## src/bsm_pkg.sv

```systemverilog
package bsm_pkg;

  // bus access commands
  typedef enum logic [1:0] {
    CMD_CPU_RD = 2'd0,
    CMD_CPU_WR = 2'd1,
    CMD_PPU_RD = 2'd2,
    CMD_PPU_WR = 2'd3
  } cmd_t;

  // memory selected by an access
  typedef enum logic [2:0] {
    KIND_NONE   = 3'd0,
    KIND_PRGRAM = 3'd1,
    KIND_PRGROM = 3'd2,
    KIND_CHR    = 3'd3,
    KIND_VRAM   = 3'd4
  } kind_t;

  // configuration register indexes
  localparam logic [1:0] REG_PRG_UNITS   = 2'd0;
  localparam logic [1:0] REG_CHR_RAM     = 2'd1;
  localparam logic [1:0] REG_ARRANGEMENT = 2'd2;

  localparam int unsigned CFG_AW = 4;
  localparam int unsigned CFG_DW = 32;

  localparam int unsigned IN_DATA_W  = 32;
  localparam int unsigned OUT_DATA_W = 24;
  localparam int unsigned MADDR_W    = 22;

  localparam logic [1:0] LOW_SAT = 2'd3;

endpackage

```

## src/bank_switch_mapper_with_scanline_irq.sv

```systemverilog
// cartridge bank-switch mapper with scanline irq. each request is one cartridge bus
// access (cpu read/write or ppu read/write) and yields exactly one result: the memory it
// selects, the offset into that memory, and the irq pending flag after the access. cpu
// writes at $8000-$ffff program the eight bank registers, bank modes, prg ram control,
// mirroring and the irq counter. every ppu access feeds an a12 filter: a rising a12 edge
// after three or more a12-low accesses on new cpu cycles clocks the reload-or-decrement
// counter. rate: one request per clock while out_tready does not stall the result
// channel; the result is registered in the output register, with the decode and state
// update combinational between the input port and that register. the output register
// frees itself when taken, so a new request is accepted in the same cycle a waiting
// result leaves. config registers (prg_rom_units at 0x0, chr_ram_present at 0x4, the
// mirroring arrangement bit at 0x8) are written over the apb port; the user must write
// them while idle, not enforced by the block; an arrangement write reloads mirroring.
module bank_switch_mapper_with_scanline_irq (
  input  logic                               clk,
  input  logic                               rst_n,
  // request channel
  input  logic                               in_tvalid,
  output logic                               in_tready,
  // address[15:0], write_data[23:16], new_cpu_cycle[24], zero fill
  input  logic [bsm_pkg::IN_DATA_W-1:0]      in_tdata,
  // cmd[1:0]
  input  logic [1:0]                         in_tuser,
  // result channel
  output logic                               out_tvalid,
  input  logic                               out_tready,
  // mapped_address[21:0], irq_request[22], zero fill
  output logic [bsm_pkg::OUT_DATA_W-1:0]     out_tdata,
  // access_kind[2:0]
  output logic [2:0]                         out_tuser,
  // configuration port
  input  logic                               psel,
  input  logic                               penable,
  input  logic                               pwrite,
  input  logic [bsm_pkg::CFG_AW-1:0]         paddr,
  input  logic [bsm_pkg::CFG_DW-1:0]         pwdata,
  output logic [bsm_pkg::CFG_DW-1:0]         prdata,
  output logic                               pready
);
  import bsm_pkg::*;

  // configuration
  logic [7:0] prg_units_r;
  logic       chr_ram_r;
  logic       arrangement_r;

  // mapper state
  logic [7:0] bank_r [8];
  logic [2:0] reg_sel_r;
  logic       prg_mode_r;
  logic       chr_mode_r;
  logic       wprot_r;
  logic       ram_en_r;
  logic       mirror_h_r;
  logic [7:0] irq_cnt_r;
  logic [7:0] irq_reload_r;
  logic       irq_on_r;
  logic       irq_flag_r;
  logic       last_a12_r;
  logic [1:0] low_cnt_r;

  // next state
  logic [7:0] bank_nxt [8];
  logic [2:0] reg_sel_nxt;
  logic       prg_mode_nxt;
  logic       chr_mode_nxt;
  logic       wprot_nxt;
  logic       ram_en_nxt;
  logic       mirror_h_nxt;
  logic [7:0] irq_cnt_nxt;
  logic [7:0] irq_reload_nxt;
  logic       irq_on_nxt;
  logic       irq_flag_nxt;
  logic       last_a12_nxt;
  logic [1:0] low_cnt_nxt;

  // output register
  logic                  out_valid_r;
  logic [OUT_DATA_W-1:0] out_data_r;
  kind_t                 out_kind_r;

  // request fields
  cmd_t        cmd;
  logic [15:0] addr;
  logic [7:0]  wdata;
  logic        new_cyc;

  assign cmd     = cmd_t'(in_tuser);
  assign addr    = in_tdata[15:0];
  assign wdata   = in_tdata[23:16];
  assign new_cyc = in_tdata[24];

  logic in_acc;
  logic cfg_wr;
  assign in_tready = ~out_valid_r | out_tready;
  assign in_acc    = in_tvalid & in_tready;
  assign pready    = 1'b1;
  assign cfg_wr    = psel & penable & pwrite & pready;

  // address decode
  logic in_ram_win;
  logic in_rom_win;
  assign in_ram_win = (addr[15:13] == 3'b011);
  assign in_rom_win = addr[15];

  // fixed prg banks: last and second-last 8 KiB banks, modulo 512
  logic [8:0] fixed_last;
  logic [8:0] fixed_2nd;
  assign fixed_last = {prg_units_r, 1'b0} - 9'd1;
  assign fixed_2nd  = {prg_units_r, 1'b0} - 9'd2;

  // prg window select
  logic [1:0] prg_win;
  logic [8:0] prg_bank;
  assign prg_win = addr[14:13];
  always_comb begin
    if (prg_win == 2'd1) begin
      prg_bank = {1'b0, bank_r[7]};
    end else if (prg_win == 2'd3) begin
      prg_bank = fixed_last;
    end else if ((prg_win == 2'd0) == prg_mode_r) begin
      prg_bank = fixed_2nd;
    end else begin
      prg_bank = {1'b0, bank_r[6]};
    end
  end

  // chr 1 KiB slot select; slots 0-3 pair into 2 KiB banks from R0/R1
  logic [2:0]  chr_slot;
  logic [7:0]  chr_bank;
  logic [10:0] chr_off;
  logic [18:0] chr_addr;
  assign chr_slot = addr[12:10] ^ {chr_mode_r, 2'b00};
  always_comb begin
    if (!chr_slot[2]) begin
      chr_bank = bank_r[{2'b00, chr_slot[1]}];
      chr_off  = addr[10:0];
    end else begin
      chr_bank = bank_r[chr_slot - 3'd2];
      chr_off  = {1'b0, addr[9:0]};
    end
  end
  assign chr_addr = {1'b0, chr_bank, 10'd0} + {8'd0, chr_off};

  // nametable mirroring into 2 KiB
  logic [10:0] vram_addr;
  assign vram_addr = mirror_h_r ? {addr[11], addr[9:0]} : addr[10:0];

  // result and state update for one request
  kind_t              kind;
  logic [MADDR_W-1:0] maddr;
  logic [7:0]         bank_wd;
  logic [7:0]         cnt_clk;

  always_comb begin
    bank_nxt       = bank_r;
    reg_sel_nxt    = reg_sel_r;
    prg_mode_nxt   = prg_mode_r;
    chr_mode_nxt   = chr_mode_r;
    wprot_nxt      = wprot_r;
    ram_en_nxt     = ram_en_r;
    mirror_h_nxt   = mirror_h_r;
    irq_cnt_nxt    = irq_cnt_r;
    irq_reload_nxt = irq_reload_r;
    irq_on_nxt     = irq_on_r;
    irq_flag_nxt   = irq_flag_r;
    last_a12_nxt   = last_a12_r;
    low_cnt_nxt    = low_cnt_r;
    kind           = KIND_NONE;
    maddr          = '0;

    // bank register data masking
    bank_wd = wdata;
    if (reg_sel_r >= 3'd6) begin
      bank_wd = wdata & 8'h3F;
    end else if (reg_sel_r <= 3'd1) begin
      bank_wd = wdata & 8'hFE;
    end

    // counter value when the counter is clocked: reload at zero, else decrement
    cnt_clk = (irq_cnt_r == 8'd0) ? irq_reload_r : irq_cnt_r - 8'd1;

    case (cmd)
      CMD_CPU_RD: begin
        if (in_ram_win && ram_en_r) begin
          kind  = KIND_PRGRAM;
          maddr = {9'd0, addr[12:0]};
        end else if (in_rom_win) begin
          kind  = KIND_PRGROM;
          maddr = {prg_bank, addr[12:0]};
        end
      end
      CMD_CPU_WR: begin
        if (in_ram_win && ram_en_r && !wprot_r) begin
          kind  = KIND_PRGRAM;
          maddr = {9'd0, addr[12:0]};
        end else if (in_rom_win) begin
          case (addr[14:13])
            2'd0: begin
              if (addr[0]) begin
                bank_nxt[reg_sel_r] = bank_wd;
              end else begin
                reg_sel_nxt  = wdata[2:0];
                prg_mode_nxt = wdata[6];
                chr_mode_nxt = wdata[7];
              end
            end
            2'd1: begin
              if (addr[0]) begin
                wprot_nxt  = wdata[6];
                ram_en_nxt = wdata[7];
              end else begin
                mirror_h_nxt = wdata[0];
              end
            end
            2'd2: begin
              if (addr[0]) begin
                irq_cnt_nxt = 8'd0;
              end else begin
                irq_reload_nxt = wdata;
              end
            end
            default: begin
              if (addr[0]) begin
                irq_on_nxt = 1'b1;
              end else begin
                irq_on_nxt   = 1'b0;
                irq_flag_nxt = 1'b0;
              end
            end
          endcase
        end
      end
      default: begin
        // a12 edge filter, sees the raw address bit
        if (!addr[12]) begin
          if (new_cyc && low_cnt_r != LOW_SAT) begin
            low_cnt_nxt = low_cnt_r + 2'd1;
          end
        end else if (!last_a12_r) begin
          if (low_cnt_r == LOW_SAT) begin
            irq_cnt_nxt = cnt_clk;
            if (cnt_clk == 8'd0 && irq_on_r) begin
              irq_flag_nxt = 1'b1;
            end
          end
          low_cnt_nxt = 2'd0;
        end
        last_a12_nxt = addr[12];

        if (addr[15:13] != 3'b000) begin
          kind  = KIND_VRAM;
          maddr = {11'd0, vram_addr};
        end else if (cmd == CMD_PPU_RD) begin
          kind  = KIND_CHR;
          maddr = {3'd0, chr_addr};
        end else if (chr_ram_r) begin
          kind  = KIND_CHR;
          maddr = {9'd0, addr[12:0]};
        end
      end
    endcase
  end

  // state, configuration and output register
  always_ff @(posedge clk) begin
    if (!rst_n) begin
      prg_units_r   <= 8'd2;
      chr_ram_r     <= 1'b0;
      arrangement_r <= 1'b0;
      for (int i = 0; i < 8; i++) begin
        bank_r[i] <= 8'd0;
      end
      reg_sel_r     <= 3'd0;
      prg_mode_r    <= 1'b0;
      chr_mode_r    <= 1'b0;
      wprot_r       <= 1'b0;
      ram_en_r      <= 1'b0;
      mirror_h_r    <= 1'b1;
      irq_cnt_r     <= 8'd0;
      irq_reload_r  <= 8'd0;
      irq_on_r      <= 1'b0;
      irq_flag_r    <= 1'b0;
      last_a12_r    <= 1'b0;
      low_cnt_r     <= 2'd0;
      out_valid_r   <= 1'b0;
    end else begin
      if (in_acc) begin
        bank_r       <= bank_nxt;
        reg_sel_r    <= reg_sel_nxt;
        prg_mode_r   <= prg_mode_nxt;
        chr_mode_r   <= chr_mode_nxt;
        wprot_r      <= wprot_nxt;
        ram_en_r     <= ram_en_nxt;
        irq_cnt_r    <= irq_cnt_nxt;
        irq_reload_r <= irq_reload_nxt;
        irq_on_r     <= irq_on_nxt;
        irq_flag_r   <= irq_flag_nxt;
        last_a12_r   <= last_a12_nxt;
        low_cnt_r    <= low_cnt_nxt;
      end

      // the user must send config writes only while idle; the block does not enforce it
      if (cfg_wr) begin
        case (paddr[3:2])
          REG_PRG_UNITS:   prg_units_r   <= pwdata[7:0];
          REG_CHR_RAM:     chr_ram_r     <= pwdata[0];
          REG_ARRANGEMENT: arrangement_r <= pwdata[0];
          default: ;
        endcase
      end

      // writing the arrangement reloads mirroring, else requests update it
      if (cfg_wr && paddr[3:2] == REG_ARRANGEMENT) begin
        mirror_h_r <= ~pwdata[0];
      end else if (in_acc) begin
        mirror_h_r <= mirror_h_nxt;
      end

      if (in_acc) begin
        out_valid_r <= 1'b1;
      end else if (out_tready) begin
        out_valid_r <= 1'b0;
      end
    end
  end

  // result payload, no reset needed
  always_ff @(posedge clk) begin
    if (in_acc) begin
      out_data_r <= {1'b0, irq_flag_nxt, maddr};
      out_kind_r <= kind;
    end
  end

  assign out_tvalid = out_valid_r;
  assign out_tdata  = out_data_r;
  assign out_tuser  = out_kind_r;

  // register readback
  always_comb begin
    case (paddr[3:2])
      REG_PRG_UNITS:   prdata = {24'd0, prg_units_r};
      REG_CHR_RAM:     prdata = {31'd0, chr_ram_r};
      REG_ARRANGEMENT: prdata = {31'd0, arrangement_r};
      default:         prdata = '0;
    endcase
  end

endmodule
```

## config.mk

```make
export PLATFORM = sky130hd
export DESIGN_NAME = bank_switch_mapper_with_scanline_irq
export DESIGN_NICKNAME = d
export VERILOG_FILES = /design/src/bsm_pkg.sv /design/src/bank_switch_mapper_with_scanline_irq.sv
export SDC_FILE = /design/constraint.sdc
export NUM_CORES = 1
export LEC_CHECK = 0
export BUFFER_PORTS_ARGS = -buffer_cell sky130_fd_sc_hd__buf_2
export CORE_MARGIN = 2
export CORE_UTILIZATION = 55
export CTS_CLUSTER_DIAMETER = 150
export CTS_CLUSTER_SIZE = 8
export DETAILED_ROUTE_END_ITERATION = 7
export PLACE_DENSITY_LB_ADDON = 0.1
export SLEW_MARGIN = 30
export SYNTH_ARGS = -nofsm -noshare
export SYNTH_HDL_FRONTEND = slang
export SYNTH_SLANG_ARGS = --single-unit
```

## constraint.sdc

```tcl
create_clock -name clk -period 3.5 [get_ports clk]
set_input_delay 0.525 -clock clk [delete_from_list [all_inputs] [get_ports clk]]
set_output_delay 0.525 -clock clk [all_outputs]
set_load 0.01 [all_outputs]
```

# After elaboration in Yosys (flattened, before gate mapping)
# Index checks and enable logic that the tools add are counted.
# totals
regBits	130
input_bits	77
out_inout_bits	62
wordCells	170
# op_classes
addsub	6
magnitude_cmp	6
n_eq_ne	19
muxes	63
bitwise	15
reduce_logical	35
# op_table
operator	n
8-bit 2-to-1 mux	15
64-bit bitwise mux	1
8-bit binary-select mux with 3-bit select	2
22-bit 2-to-1 mux	2
22-bit case mux with 2 select lines	1
19-bit 2-to-1 mux	2
6-bit AND reduction	5
9-bit 2-to-1 mux	3
13-bit 2-to-1 mux	2
8-bit demux with 3-bit select	1
8-bit case mux with 3 select lines	1
11-bit 2-to-1 mux	2
1-bit 2-to-1 mux	20
18-bit by 11-bit adder with 19-bit output	1
8-bit zero test	2
8-bit case mux with 2 select lines	1
2-bit nonzero test	8
2-bit 2-to-1 mux	7
4-bit >= comparator (second input constant)	3
2-bit == test (second input constant)	5
2-bit != test (second input constant)	5
9-bit AND reduction	1
9-bit by 1-bit subtractor with 9-bit output (second input constant)	1
9-bit by 2-bit subtractor with 9-bit output (second input constant)	1
other kinds (28)	52

# Depth between registers and ports, before layout
# logic_depth
ltp_word	11
ltp_mapped	11
ltp_nobuf	9

# Worst setup path after synthesis
# OpenSTA, ideal clock, no wires.
# synth_timing
kind	input-to-reg
start	in in_tdata[10] (netlist bit)
end	reg out_data_r[16], in the netlist out_tdata[16] (data pin)
setup_ns	0.266
arrival_time_ns	2.463
t_required_ns	3.234
path_slack_ns	0.772
cell_stages	11
n_path_buf	2
path_cell_list	clkbuf_1 > buf_2 > mux4_2 > nand2_1 > o21ai_0 > ha_1 > ha_1 > nand3_1 > nor2_1 > xnor2_1 > o22ai_1
# synth_via
elab_chain_cells	11
elab_cells_between_ends	12
cone_classes	add/sub (2); mux (8); bitwise (2)
# synth_rtl
item	line_no	rtl
start, declared	bank_switch_mapper_with_scanline_irq.sv:21	input logic [bsm_pkg::IN_DATA_W-1:0] in_tdata,
3-bit XOR	bank_switch_mapper_with_scanline_irq.sv:133	assign chr_slot = addr[12:10] ^ {chr_mode_r, 2'b00};
3-bit by 2-bit subtractor with 3-bit output	bank_switch_mapper_with_scanline_irq.sv:139	chr_bank = bank_r[chr_slot - 3'd2];
3-bit NOT with 4-bit output (not written as such)	bank_switch_mapper_with_scanline_irq.sv:139	
8-bit binary-select mux with 3-bit select	bank_switch_mapper_with_scanline_irq.sv:139	
8-bit 2-to-1 mux (not written as such) (2 in series)	bank_switch_mapper_with_scanline_irq.sv:139	
8-bit 2-to-1 mux	bank_switch_mapper_with_scanline_irq.sv:135	if (!chr_slot[2]) begin
18-bit by 11-bit adder with 19-bit output *	bank_switch_mapper_with_scanline_irq.sv:143	assign chr_addr = {1'b0, chr_bank, 10'd0} + {8'd0, chr_off};
19-bit 2-to-1 mux *	bank_switch_mapper_with_scanline_irq.sv:254	end else if (cmd == CMD_PPU_RD) begin
19-bit 2-to-1 mux *	bank_switch_mapper_with_scanline_irq.sv:251	if (addr[15:13] != 3'b000) begin
22-bit case mux with 2 select lines *	bank_switch_mapper_with_scanline_irq.sv:183	case (cmd)
via maddr[16]	bank_switch_mapper_with_scanline_irq.sv:151	logic [MADDR_W-1:0] maddr;
end signal, assigned	bank_switch_mapper_with_scanline_irq.sv:331	out_data_r <= {1'b0, irq_flag_nxt, maddr};
end, declared	bank_switch_mapper_with_scanline_irq.sv:79	logic [OUT_DATA_W-1:0] out_data_r;
# The timed path passes the listed nets; every way through them passes the cells marked *. The select of a mux whose other input is x is not followed.
# A chain may end at the register's enable or synchronous reset.

# Final worst setup path
# layout_timing
start	in in_tuser[1]
end	reg bank_r[24] (netlist bit)
# layout_via
elab_chain_cells	2
# layout_rtl
item	line_no	rtl
start, declared	bank_switch_mapper_with_scanline_irq.sv:23	input logic [1:0] in_tuser,
2-bit by 1-bit == test with 1-bit output	bank_switch_mapper_with_scanline_irq.sv:183	
6-bit AND reduction (no line)	-	
end signal, assigned	bank_switch_mapper_with_scanline_irq.sv:289	bank_r <= bank_nxt;
end, declared	bank_switch_mapper_with_scanline_irq.sv:48	logic [7:0] bank_r [8];
# Every way passes these cells.

==> results_dict.tcl <==
set metrics [dict create \
    synth-compound-area-share_pct 8.32 \
    grtUsageTotal_pct 22.8 \
    clk_latency_ps 420 \
    gp_congestion 0.821 \
    fp.dieW_um 113 \
    hold_class "input pin to register" \
    yosysTopAreaCellShare_pct 31.7 \
    ioPinCount 139 \
    syn_avg_cell_area_um2 9.88 \
    area_delta_synth_final_pct 14.6 \
    crit_type "input pin to register" \
    grt_pass1_vias 4592 \
    synth_simple_gate_area_share_pct 21.4 \
    outcome "complete, no violations" \
    coreArea_mm2 0.0115 \
    clockBufferDepth 2 \
    finalPower_mw 3.43 \
    seq_area_mm2 0.00286 \
    relSlewSlack_pct 44.0 \
    synth.cells.most_frequent "dfxtp_1, nor2b_1, mux2i_1" \
    timing.final.hold_violations 0 \
    drcViolationCount 0 \
    ys_async_sr_fraction_pct 0 \
    tns_ps 0 \
    syn_inst 665 \
    final_max_slew_viol_count 0 \
    drtIter0Drc 358 \
    drive_gt1_share_pct 20.5 \
    finalSetupViolCount 0 \
    yosys_warnings 0 \
    hold-worst-slack_ps 348 \
    antenna_found_initial 0 \
    synth.most_common_cell "dfxtp_1" \
    synth_top_family_by_area "simple AND/OR/NAND/NOR gates" \
    postCtsSetupRepairBufs 0 \
    start_util_pct 57.1 \
    synth_top_area_cell "dfxtp_1" \
    synth_cell_types 55 \
    hpwl_um 9780 \
    syn_area_mm2 0.00657 \
    cp.required_ps 3810 \
    cts_resized 0 \
    synth_fa_ha_area_share_pct 1.14 \
    worstMarginPinSlew_ps 835 \
    drtAntennaViolNets 0 \
    rsz0062_at_grt "false" \
    grt_max_degree 52 \
    fill_cells 930 \
    pre_cts_ws_ps 647 \
    cts_root_buffer "clkbuf_16" \
    wire_per_inst_um 15.8 \
    p_per_area_mw_per_mm2 456 \
    clk_pin_slew_ps 50 \
    stdcell_count 888 \
    fin_area_mm2 0.00753 \
    cap_viol_max_count 0 \
    rows 39 \
    worst_setup_path_start_kind "input pin" \
    fin_skew_ps 6.83 \
    wirelength_um 14000 \
    antenna_cells 0 \
    vias_per_cell 5.47 \
    cts_tree "yes" \
    dr_total_vias 4854 \
    htreeDepth 4 \
    max_freq_ghz 0.409 \
    ir_worst_vdd_uv 294 \
    placed_cells 856 \
    finalCriticalPeriod_ps 2440 \
    final_util_pct 65.4 \
    synth-edff-count 26 \
    io_buffers 79 \
    drt_pass1_iterations 5 \
    grt.overflow.total 0 \
    cts_inserted_buffers 17 \
    place_area_mm2 0.00697 \
    multi_input_area_mm2 0.00340 \
    fin_crit_sh_pct 69.8 \
    leakage_nw 3.07 \
    synth-seq-area-share_pct 43.6 \
    cts.sinks 130 \
    dieArea_mm2 0.0128 \
    die_y_um 113 \
    critPathMaxFanout 14 \
    holdBufCountCts 0 \
    worstPathArrival_ps 2750 \
    nNetsFinal 815 \
    synth_mux_area_share_pct 17.0 \
    ys.flop_type "dfxtp_1" \
    grt_pass1_wl_um 23100 \
    cp-end-kind "register" \
    synthXorXnorAreaFrac_pct 2.27 \
    yosys-top-cells-area "dfxtp_1, mux2i_1, edfxtp_1" \
    ys_ff_latch 130 \
    setup_slack_ps 1060 \
]
final timing paths:
check	end	slack, ps	start	depth (start not counted)
worst max-delay path	bank_r[24]$_SDFFE_PN0P_	1060	in_tuser[1]	8
worst min-delay path	prg_units_r[1]$_SDFFE_PN1P_	350	pwdata[1]	3
worst max register to register	out_tdata[16]$_DFFE_PP_	1100	chr_mode_r$_SDFFE_PN0P_	7
worst min register to register	bank_r[56]$_SDFFE_PN0P_	430	bank_r[56]$_SDFFE_PN0P_	2
cell usage in the layout, fill, tap and decap left out, types with 5 or more instances in the layout:
master / instances
a211oi_1: 7
a21boi_0: 16
a21oi_1: 12
a22oi_1: 6
and2_1: 17
buf_2: 79
buf_4: 12
clkbuf_1: 5
clkbuf_16: 18
clkbuf_8: 5
conb_1: 26
dfxtp_1: 104
edfxtp_1: 26
ha_1: 6
inv_1: 10
mux2_2: 13
mux2i_1: 79
mux4_2: 8
nand2_1: 45
nand2b_1: 7
nand3_1: 14
nor2_1: 27
nor2b_1: 86
nor3_1: 12
o21ai_0: 21
xnor2_1: 11
xor2_1: 6
flip-flops by register name (all words and copies together), names as in the netlist:
| signal | cells |
|---|---|
| prg_mode_r | 1 |
| out_tvalid | 1 |
| irq_cnt_r | 8 |
| reg_sel_r | 3 |
| irq_flag_r | 1 |
| irq_on_r | 1 |
| prg_units_r | 8 |
| irq_reload_r | 8 |
| bank_r | 64 |
| out_tuser | 3 |
| last_a12_r | 1 |
| wprot_r | 1 |
| arrangement_r | 1 |
| chr_ram_r | 1 |
| ram_en_r | 1 |
| chr_mode_r | 1 |
| mirror_h_r | 1 |
| out_tdata | 23 |
| low_cnt_r | 2 |
per-layer routing:
| metal | global-route usage, % | routed length, µm | share of wire, % | vias up |
|---|---|---|---|---|
| met4 | 8.05 | 199 | 1.4 | 0 |
| met5 | 0 | 0 | 0 | - |
| met2 | 36.3 | 6500 | 46 | 170 |
| li1 | - | - | - | 2405 |
| met1 | 30.4 | 6540 | 47 | 2264 |
| met3 | 5.57 | 744 | 5.3 | 15 |
report_power, final:
part	switching, mW	internal (mW)	leakage, nW
logic	0.139	0.0870	1.69
registers	0.00837	1.55	1.10
clock network	0.607	1.04	0.279
cell families after synthesis:
family          Yosys count
mux                     100
fa+ha+maj                 6
other cells               2
buf+inv                  78
simple gates            249
xor+xnor                 17
compound gates           83
flops                   130
worst max-delay path, stage by stage:
cell     delay [ps]
buf_2           180
and3b_1         290
nand4_2         190
or4_1           590
nor3b_1         460
buf_4           240
mux2i_1         210
nor2b_1          60
cell type report:
type	count	area share, %
clock inverters	4	0.266
repair buffers	91	6.45
clock buffers	28	7.14
inverters	11	0.548
multi-input cells	481	45.2
well taps	143	2.38
flip-flops and latches	130	38.0
Power figures use the tool's default switching activity.
